### src/hdl/lprl_pkg.sv
`default_nettype none
// ----------------------------------------------------------------------------
// lprl_pkg
// Shared types and codes of the longest prefix match route lookup unit.
// ----------------------------------------------------------------------------
package lprl_pkg;

   localparam logic CMD_WRITE  = 1'b0;
   localparam logic CMD_LOOKUP = 1'b1;

   typedef struct packed {
      logic        cmd;
      logic [3:0]  entry_index;
      logic [31:0] dest_net;
      logic [31:0] net_mask;
      logic        entry_valid;
      logic [31:0] lookup_addr;
   } req_type;

   typedef struct packed {
      logic        found;
      logic [3:0]  match_index;
      logic [31:0] match_mask;
   } rsp_type;

   typedef struct packed {
      logic [31:0] dest;
      logic [31:0] mask;
   } route_type;

endpackage : lprl_pkg
`default_nettype wire

### src/hdl/lprl_route_ram.sv
`default_nettype none
// ----------------------------------------------------------------------------
// lprl_route_ram
// Route table store: one write port, one read port with registered data.
// ----------------------------------------------------------------------------
module lprl_route_ram
   import lprl_pkg::*;
#(
   parameter int DEPTH  = 16,
   parameter int ADDR_W = 4
) (
   input  wire logic              clock,
   input  wire logic              wr_en,
   input  wire logic [ADDR_W-1:0] wr_addr,
   input  wire route_type         wr_data,
   input  wire logic [ADDR_W-1:0] rd_addr,
   output route_type              rd_data
);

   route_type mem [DEPTH];
   route_type rd_data_ff;

   always_ff @(posedge clock) begin
      if (wr_en) begin
         mem[wr_addr] <= wr_data;
      end
      rd_data_ff <= mem[rd_addr];
   end

   assign rd_data = rd_data_ff;

endmodule : lprl_route_ram
`default_nettype wire

### src/hdl/longest_prefix_route_lookup_unit.sv
`default_nettype none
// ----------------------------------------------------------------------------
// longest_prefix_route_lookup_unit
// Longest prefix match over an indexed route table held in a synchronous RAM.
// ----------------------------------------------------------------------------
// A write request fills one table slot and leaves busy low, so writes may be
// issued back to back; a slot number at or beyond TABLE_ENTRIES is dropped. A
// lookup request scans the RAM one slot per cycle through its single read
// port: busy stays high through the scan and the drain of the last read, and
// the result is shown with rsp_strobe in the cycle that follows. A new request
// may be given in that result cycle. The result stands for that one cycle only
// and cannot be held off. Valid bits clear at reset; no clearing pass is
// needed.
// ----------------------------------------------------------------------------
module longest_prefix_route_lookup_unit
   import lprl_pkg::*;
#(
   parameter int TABLE_ENTRIES = 16
) (
   input  wire logic    clock,
   input  wire logic    reset,
   input  wire logic    start,
   output logic         busy,
   input  wire req_type req_data,
   output logic         rsp_strobe,
   output rsp_type      rsp_data
);

   localparam int IDX_W = (TABLE_ENTRIES > 1) ? $clog2(TABLE_ENTRIES) : 1;

   typedef enum logic [3:0] {
      ST_IDLE  = 4'b0001,
      ST_SCAN  = 4'b0010,
      ST_DRAIN = 4'b0100,
      ST_REPLY = 4'b1000
   } state_type;

   state_type                state_ff, state_in;
   logic [IDX_W-1:0]         scan_ff, scan_in;
   logic [TABLE_ENTRIES-1:0] valid_ff;
   logic                     pend_ff;
   logic [IDX_W-1:0]         pend_idx_ff;
   logic [31:0]              addr_ff;
   logic                     best_hit_ff;
   logic [IDX_W-1:0]         best_idx_ff;
   logic [31:0]              best_mask_ff;

   logic                     accept;
   logic                     wr_req;
   logic                     lookup_req;
   logic                     wr_in_range;
   logic [IDX_W-1:0]         wr_idx;
   logic                     scan_last;
   logic                     match;
   route_type                rd_entry;
   route_type                wr_entry;

   assign accept      = start && !busy;
   assign wr_req      = accept && (req_data.cmd == CMD_WRITE);
   assign lookup_req  = accept && (req_data.cmd == CMD_LOOKUP);
   assign wr_in_range = 32'(req_data.entry_index) < 32'(TABLE_ENTRIES);
   assign wr_idx      = IDX_W'(req_data.entry_index);
   assign scan_last   = scan_ff == IDX_W'(TABLE_ENTRIES - 1);
   assign wr_entry    = '{dest: req_data.dest_net, mask: req_data.net_mask};

   lprl_route_ram #(
      .DEPTH  (TABLE_ENTRIES),
      .ADDR_W (IDX_W)
   ) u_route_ram (
      .clock   (clock),
      .wr_en   (wr_req && wr_in_range),
      .wr_addr (wr_idx),
      .wr_data (wr_entry),
      .rd_addr (scan_ff),
      .rd_data (rd_entry)
   );

   assign match = pend_ff
      && (((addr_ff ^ rd_entry.dest) & rd_entry.mask) == 32'd0)
      && (rd_entry.mask >= best_mask_ff);

   always_comb begin
      state_in = state_ff;
      scan_in  = scan_ff;
      unique case (state_ff)
         ST_IDLE, ST_REPLY: begin
            state_in = lookup_req ? ST_SCAN : ST_IDLE;
            scan_in  = '0;
         end
         ST_SCAN: begin
            if (scan_last) begin
               state_in = ST_DRAIN;
            end else begin
               scan_in = scan_ff + IDX_W'(1);
            end
         end
         ST_DRAIN: begin
            state_in = ST_REPLY;
         end
         default: begin
            state_in = ST_IDLE;
            scan_in  = '0;
         end
      endcase
   end

   always_ff @(posedge clock) begin
      if (reset) begin
         state_ff    <= ST_IDLE;
         scan_ff     <= '0;
         valid_ff    <= '0;
         pend_ff     <= 1'b0;
         best_hit_ff <= 1'b0;
      end else begin
         state_ff <= state_in;
         scan_ff  <= scan_in;
         pend_ff  <= (state_ff == ST_SCAN) && valid_ff[scan_ff];
         if (wr_req && wr_in_range) begin
            valid_ff[wr_idx] <= req_data.entry_valid;
         end
         if (lookup_req) begin
            best_hit_ff <= 1'b0;
         end else if (match) begin
            best_hit_ff <= 1'b1;
         end
      end
   end

   always_ff @(posedge clock) begin
      pend_idx_ff <= scan_ff;
      if (lookup_req) begin
         addr_ff      <= req_data.lookup_addr;
         best_idx_ff  <= '0;
         best_mask_ff <= '0;
      end else if (match) begin
         best_idx_ff  <= pend_idx_ff;
         best_mask_ff <= rd_entry.mask;
      end
   end

   assign busy       = (state_ff == ST_SCAN) || (state_ff == ST_DRAIN);
   assign rsp_strobe = state_ff == ST_REPLY;

   always_comb begin
      rsp_data.found       = best_hit_ff;
      rsp_data.match_index = best_hit_ff ? 4'(best_idx_ff) : 4'd0;
      rsp_data.match_mask  = best_hit_ff ? best_mask_ff : 32'd0;
   end

   a_single_strobe : assert property (@(posedge clock) disable iff (reset)
      rsp_strobe |-> !$past(rsp_strobe))
      else $error("result strobe held for more than one cycle");

   a_miss_zero : assert property (@(posedge clock) disable iff (reset)
      (rsp_strobe && !rsp_data.found) |->
         (rsp_data.match_index == 4'd0 && rsp_data.match_mask == 32'd0))
      else $error("miss reported with non-zero index or mask");

   a_lookup_busy : assert property (@(posedge clock) disable iff (reset)
      lookup_req |=> busy && !rsp_strobe)
      else $error("lookup request did not start a scan");

   a_write_silent : assert property (@(posedge clock) disable iff (reset)
      (wr_req && state_ff == ST_IDLE) |=> !rsp_strobe && !busy)
      else $error("write request produced a result or stalled");

endmodule : longest_prefix_route_lookup_unit
`default_nettype wire

### config.mk
export PLATFORM = sky130hd
export DESIGN_NAME = longest_prefix_route_lookup_unit
export DESIGN_NICKNAME = d
export VERILOG_FILES = /design/src/hdl/lprl_pkg.sv /design/src/hdl/lprl_route_ram.sv /design/src/hdl/longest_prefix_route_lookup_unit.sv
export SDC_FILE = /design/constraint.sdc
export NUM_CORES = 1
export LEC_CHECK = 0
export BUFFER_PORTS_ARGS = -buffer_cell sky130_fd_sc_hd__buf_2
export CORE_ASPECT_RATIO = 0.6
export CORE_MARGIN = 8
export CORE_UTILIZATION = 46
export DETAILED_ROUTE_END_ITERATION = 6
export PLACE_DENSITY = 0.62
export SYNTH_ARGS = -nofsm -noshare
export SYNTH_HDL_FRONTEND = slang
export SYNTH_SLANG_ARGS = --single-unit
### constraint.sdc
create_clock -name clock -period 10.3 [get_ports clock]
set_clock_uncertainty 0.05 [all_clocks]
set_input_delay 1.545 -clock clock [delete_from_list [all_inputs] [get_ports clock]]
set_output_delay 1.545 -clock clock [all_outputs]
set_load 0.05 [all_outputs]
==> results of run 1 <==
Yosys cell counts (2+ instances only):
cell / instances / area, um^2
xnor2_1: 3 / 26.3
mux4_2: 325 / 7320
nand4_1: 8 / 50.1
a221oi_1: 2 / 17.5
nor3_1: 9 / 45.0
a22oi_1: 15 / 113
and2_1: 37 / 231
nand2_1: 92 / 345
nand2b_1: 4 / 25.0
buf_1: 3 / 11.3
dfxtp_1: 130 / 2600
a21oi_1: 19 / 95.1
edfxtp_1: 1056 / 31700
and4_1: 2 / 17.5
nor3_2: 2 / 20.0
or3_1: 2 / 12.5
buf_12: 3 / 60.1
o21a_1: 2 / 15.0
a21o_1: 2 / 15.0
ha_1: 33 / 413
mux2i_1: 44 / 440
inv_1: 35 / 131
buf_2: 38 / 190
or3b_2: 2 / 17.5
a21boi_0: 2 / 15.0
clkbuf_1: 49 / 184
xor2_1: 32 / 280
nor2_1: 32 / 120
buf_4: 2 / 15.0
o21ai_0: 15 / 75.1
nor2b_1: 2 / 12.5
or2_2: 2 / 12.5
nand3_1: 5 / 25.0
sequential cells by signal (all words and copies together), names as in the netlist:
register	count
u_route_ram.mem	1024
u_route_ram.rd_data	64
addr_ff	32
best_mask_ff	32
valid_ff	16
best_idx_ff	4
pend_idx_ff	4
scan_ff	4
state_ff	4
best_hit_ff	1
pend_ff	1
through the flow:
step                      setup WS [ps]  hold WS (ps)  instance area, um^2  power (mW)  cells
after CTS                          6040           392                50500        9.47   3604
after global placement             5280           386                47100        5.54   3411
after floorplan                    3010           279                44800        5.44   2022
final                              6040           391                50500        9.40   3606
after global routing               5880           424                50500        9.66   3604
after detailed placement           5300           385                47100        5.55   3411
metal layers:
layer  vias to the layer above  wire length [um]
met2                       643             50400
met3                       140              6190
met5                         -                 0
met4                         0              2330
met1                     11200             45100
li1                       8724                 -
cells by family (layout without fill, tap and decap cells):
group,Yosys count,in the layout,synth area share
flip-flops,1186,1186,0.766
XOR/XNOR,35,35,0.00684
other,0,2,0
multiplexers,369,369,0.173
adder cells (fa/ha/maj),33,33,0.00922
AO/OA/AOI/OAI,64,64,0.00925
AND/OR/NAND/NOR,204,204,0.0218
buffers and inverters,131,408,0.0135
final cells by class:
class	instances	share of cell area
inverter	35	0.00265
clock inverter	45	0.00975
sequential	1186	0.679
multi-input combinational	705	0.197
timing repair buffer	180	0.0199
antenna	2	0.0000990
tap	1305	0.0323
clock buffer	148	0.0588
worst max-delay path, delay by kind of cell:
family	cells	cell delay, ps
buffers and inverters	2	1010
AOI/OAI and AO/OA	1	160
and+or+nand+nor	4	1740
muxes	1	290
layout by cell type (no fill, tap or decap), types with 17 or more instances in the layout:
cell / count
a21oi_1: 19
clkinv_2: 17
and2_1: 37
nand2_1: 92
ha_1: 33
inv_1: 34
xor2_1: 32
clkbuf_1: 27
buf_4: 36
nor2_1: 20
clkbuf_16: 107
mux4_2: 325
dfxtp_1: 127
mux2i_1: 44
buf_2: 143
edfxtp_1: 1056
worst max path at each step:
stage	depth (start not counted)	startpoint	end	slack, ps
final	8	start	valid_ff[2]$_SDFFE_PP0P_	6040
after detailed placement	8	start	valid_ff[2]$_SDFFE_PP0P_	5300
after global placement	8	req_data[101]	valid_ff[2]$_SDFFE_PP0P_	5280
after global routing	8	start	valid_ff[2]$_SDFFE_PP0P_	5880
after floorplan	6	start	valid_ff[0]$_SDFFE_PP0P_	3010
after CTS	8	start	valid_ff[2]$_SDFFE_PP0P_	6040
power breakdown:
part	total (mW)	internal, mW	switching [mW]	leakage [nW]
clock network	3.95	2.26	1.70	1.70
registers	5.28	5.27	0.0148	10.6
logic	0.159	0.0413	0.117	3.50
==> impl_metrics.env, run 1 <==
export IMPL_end_kind="register"
export IMPL_max_cap_viols=0
export IMPL_regToRegEndpoint="valid_ff[2]$_SDFFE_PP0P_"
export IMPL_clk_root_buffer_cell="clkbuf_16"
export IMPL_ff2ff_path_depth=7
export IMPL_clk_pin_slew_ps=70
export IMPL_gr_usage_met3=0.0312
export IMPL_met1_usage=0.273
export IMPL_postSynthAreaPerCell_um2=22.1
export IMPL_cts_resized=0
export IMPL_path_class_of_the_lowest_slack_min_delay_path="register to register"
export IMPL_global_route_peak_usage_layer="met2"
export IMPL_synth_sequential_area_ratio=0.766
export IMPL_std_cell_core_area_mm2=0.0963
export IMPL_period_utilisation_layout=0.413
export IMPL_cts_sink_count=1186
export IMPL_final_fill_count=7383
export IMPL_path_class="input pin to register"
export IMPL_die_h_um=258
export IMPL_final_layout_size_suffix_gt1_frac=0.300
export IMPL_seqCellArea_mm2=0.0343
export IMPL_fp_row_count=88
export IMPL_cpPeakStageDelay_ps=930
export IMPL_maxSlewViolCount=0
export IMPL_grt_setup_unrepaired="no"
export IMPL_synthesized_net_count=2160
export IMPL_period_needed_ps=4260
export IMPL_first_global_vias=21300
export IMPL_area_growth_pct=12.9
export IMPL_ios=144
export IMPL_power_density_mw_per_mm2=186
export IMPL_arrival_ps=4770
export IMPL_drtAntennaViolNets=0
export IMPL_port_buffers=143
export IMPL_die_width_um=419
export IMPL_grtUsageMet2=0.312
export IMPL_leakagePower_nw=15.8
export IMPL_starting_utilization_of_the_core_area=0.465
export IMPL_totalWireLength_um=104000
export IMPL_start_kind="input pin"
export IMPL_post_cts_setup_buffer_count=0
export IMPL_worst_pin_slew_ps=1160
export IMPL_cts_hold_buf=0
export IMPL_report_final_setup_viol=0
export IMPL_synth_yosys_warnings=0
export IMPL_cts_htree_levels=3
export IMPL_worstHoldEndpoint="best_idx_ff[0]$_SDFFE_PP0P_"
export IMPL_detailedRoute_firstPassIterationCount=5
export IMPL_netlist_area_mm2=0.0448
export IMPL_wl_per_cell_um=28.9
export IMPL_grt_pass1_wl_um=151000
export IMPL_timing_slew_headroom=0.222
export IMPL_tritoncts_clock_tree="done"
export IMPL_worst_ep_required_time_ps=10810
export IMPL_cts_inserted_buffers=103
export IMPL_detailroute_via_count=20700
export IMPL_vdd_ir_drop_worst_v=0.000157
export IMPL_ctsLongestPathBuffers=3
export IMPL_critPathMaxFanout=48
export IMPL_max_clock_freq_ghz=0.235
export IMPL_syn_instance_count=2022
export IMPL_remaining_drc_errors=0
export IMPL_outcome="complete, no violations"
export IMPL_final_estimated_routing_congestion_in_global_placement=0.830
export IMPL_dieArea_mm2=0.108
export IMPL_dominantRegCellSynth="edfxtp_1"
export IMPL_synth_distinct_cells=46
export IMPL_postSynthRegisterBits=1186
export IMPL_dpl_hpwl_um=59500
export IMPL_antenna_found_initial=10
export IMPL_timing_hold_violations_final=0
export IMPL_reg2reg_setup_slack_ps=6620
export IMPL_min_delay_path_depth=2
export IMPL_grt_max_degree=120
export IMPL_worst_path_cell_with_the_longest_stage_delay="buf_4"
export IMPL_r2r_start="state_ff[1]$_SDFFE_PP0P_"
export IMPL_asyncSetResetFlopFracSynth=0
export IMPL_grt_ovfl_total=0
export IMPL_crit_path_cell_trace="buf_2 -> nor2b_1 -> o21ai_0 -> or3b_2 -> nor3_4 -> buf_4 -> mux2i_1 -> nor2_1"
export IMPL_multiInputGateArea_mm2=0.00998
export IMPL_clock_insertion_delay_worst_skew_ps=690
export IMPL_drt_iter0_markers=1984
export IMPL_final_core_utilization=0.525
export IMPL_grt_use_total=0.192
export IMPL_post_drt_via_cell_ratio=5.74
export IMPL_timing_hold_worst_start="pend_idx_ff[0]$_DFF_P_"
export IMPL_tns_ps=0
export IMPL_synth_edf_count=1056
export IMPL_design_final_nets=2349
No activity file was read; power rests on OpenSTA's default activity.
==> run 2, diff against run 1 <==
- clock period: 10.3 -> 4.5 ns (I/O delays scaled with it)
==> impl_metrics.env, run 2 (synthesis results as in run 1) <==
export IMPL_port_buffers=143
export IMPL_grt_pass1_wl_um=156000
export IMPL_post_drt_via_cell_ratio=5.80
export IMPL_grt_ovfl_total=0
export IMPL_switching_share=0.198
export IMPL_max_cap_viols=0
export IMPL_grt_max_degree=73
export IMPL_critical_path_top_delay_family="flip-flops"
export IMPL_cp_num_buf_inv=1
export IMPL_worst_ep_required_time_ps=3770
export IMPL_die_width_um=419
export IMPL_timing_slew_headroom=0.205
export IMPL_start_kind="register"
export IMPL_maxSlewViolCount=0
export IMPL_ios=144
export IMPL_netSwitchingPower_mw=4.36
export IMPL_final_estimated_routing_congestion_in_global_placement=0.811
export IMPL_cts_sink_count=1186
export IMPL_grt_setup_unrepaired="no"
export IMPL_drtAntennaViolNets=0
export IMPL_remaining_drc_errors=0
export IMPL_grt_use_total=0.198
export IMPL_dpl_hpwl_um=60700
export IMPL_ctsLongestPathBuffers=3
export IMPL_critPathMaxFanout=38
export IMPL_detailroute_via_count=21000
export IMPL_path_class="register to output pin"
export IMPL_leakagePower_nw=16.0
export IMPL_totalWireLength_um=108000
export IMPL_antenna_found_initial=12
export IMPL_end_kind="output pin"
export IMPL_tns_ps=0
export IMPL_layout_cells_most_common="edfxtp_1"
export IMPL_cts_hold_buf=0
export IMPL_power_share_combinational=0.017
export IMPL_max_clock_freq_ghz=0.302
export IMPL_cts_inserted_buffers=105
export IMPL_first_global_vias=21600
export IMPL_placed_cells=3425
export IMPL_largest_register_ff_count=1024
export IMPL_crit_path_cell_trace="and2_1 -> buf_2"
export IMPL_wl_per_cell_um=29.6
export IMPL_timing_hold_violations_final=0
export IMPL_final_layout_size_suffix_gt1_frac=0.308
export IMPL_arrival_ps=2580
export IMPL_worst_pin_slew_ps=1190
export IMPL_die_h_um=258
export IMPL_cpPeakStageDelay_ps=1110
export IMPL_cts_resized=0
export IMPL_drt_iter0_markers=2338
export IMPL_worst_path_cell_with_the_longest_stage_delay="dfxtp_1"
export IMPL_period_utilisation_layout=0.735
export IMPL_detailedRoute_firstPassIterationCount=5
export IMPL_layout_cells_most_common_list="edfxtp_1, mux4_2, buf_2"
export IMPL_power_density_mw_per_mm2=432
export IMPL_path_class_of_the_lowest_slack_min_delay_path="input pin to register"
export IMPL_dieArea_mm2=0.108
export IMPL_area_growth_pct=14.2
export IMPL_clock_insertion_delay_worst_skew_ps=710
export IMPL_design_final_nets=2365
export IMPL_outcome="complete, no violations"
export IMPL_largest_register="u_route_ram.mem"
export IMPL_post_layout_nonfiller_instances=3627
export IMPL_report_final_setup_viol=0
export IMPL_cts_htree_levels=3
export IMPL_starting_utilization_of_the_core_area=0.465
export IMPL_fp_row_count=88
export IMPL_pwr_share_clk=0.436
export IMPL_internal_power_mw=17.7
export IMPL_post_cts_setup_buffer_count=0
export IMPL_clk_pin_slew_ps=70
export IMPL_clk_root_buffer_cell="clkbuf_16"
export IMPL_vdd_ir_drop_worst_v=0.000357
export IMPL_period_needed_ps=3310
export IMPL_tritoncts_clock_tree="done"
export IMPL_sequentialPowerShare=0.548
export IMPL_std_cell_core_area_mm2=0.0963
run 2: final cells by class:
| cell class | count | area, um^2 |
|---|---|---|
| antenna | 4 | 10.0 |
| multi-input combinational | 705 | 10000 |
| clock buffer | 134 | 2820 |
| fill | 7340 | 45200 |
| clock inverter | 64 | 901 |
| sequential | 1186 | 34300 |
| inverter | 35 | 134 |
| timing repair buffer | 194 | 1340 |
| tap | 1305 | 1630 |
run 2: final timing paths:
kind | slack (ps) | to | depth (start not counted) | startpoint
hold / removal | 90 | addr_ff[18]$_DFFE_PP_ | 1 | req_data[18]
hold reg to reg | 400 | best_idx_ff[3]$_SDFFE_PP0P_ | 2 | pend_idx_ff[3]$_DFF_P_
setup reg to reg | 1480 | best_mask_ff[20]$_SDFFE_PP0P_ | 8 | u_route_ram.rd_data[2]$_DFF_P_
setup / recovery | 1190 | rsp_data[33] | 2 | best_hit_ff$_SDFFE_PP0P_
run 2: worst register-to-register path, cell delays in order (launching register included):
cell      delay [ps]
dfxtp_1          590
ha_1             320
nor3_1           370
nor3_1           120
a311oi_2         330
a31oi_1          130
o211a_2          480
buf_4            340
mux2i_1          170
run 2: metrics by stage:
step	power [mW]	instance area (um^2)	hold slack (ps)	utilization	worst slack, ps
after global placement	12.7	47400	382	0.492	1270
after CTS	22.3	51100	29.1	0.531	1130
after detailed placement	12.7	47400	385	0.492	1270
after floorplan	12.4	44800	279	-	-313
after global routing	22.7	51100	32.8	0.531	1020
final	22.1	51200	88.8	0.531	1190
run 2: per-layer routing:
metal	track usage	part of all wire	vias up
li1	-	-	8772
met1	0.281	0.42	11400
met5	0	0.00024	-
met2	0.317	0.49	760
met3	0.0423	0.073	128
met4	0.0469	0.021	4
run 2: power groups by stage:
stage	Sequential [mW]	Combinational (mW)	Clock [mW]
2_1_floorplan	12.3	0.123	0
3_3_place_gp	12.3	0.354	0
3_5_place_dp	12.3	0.374	0
4_1_cts	12.1	0.374	9.80
5_1_grt	12.1	0.401	10.2
6_report	12.1	0.370	9.62
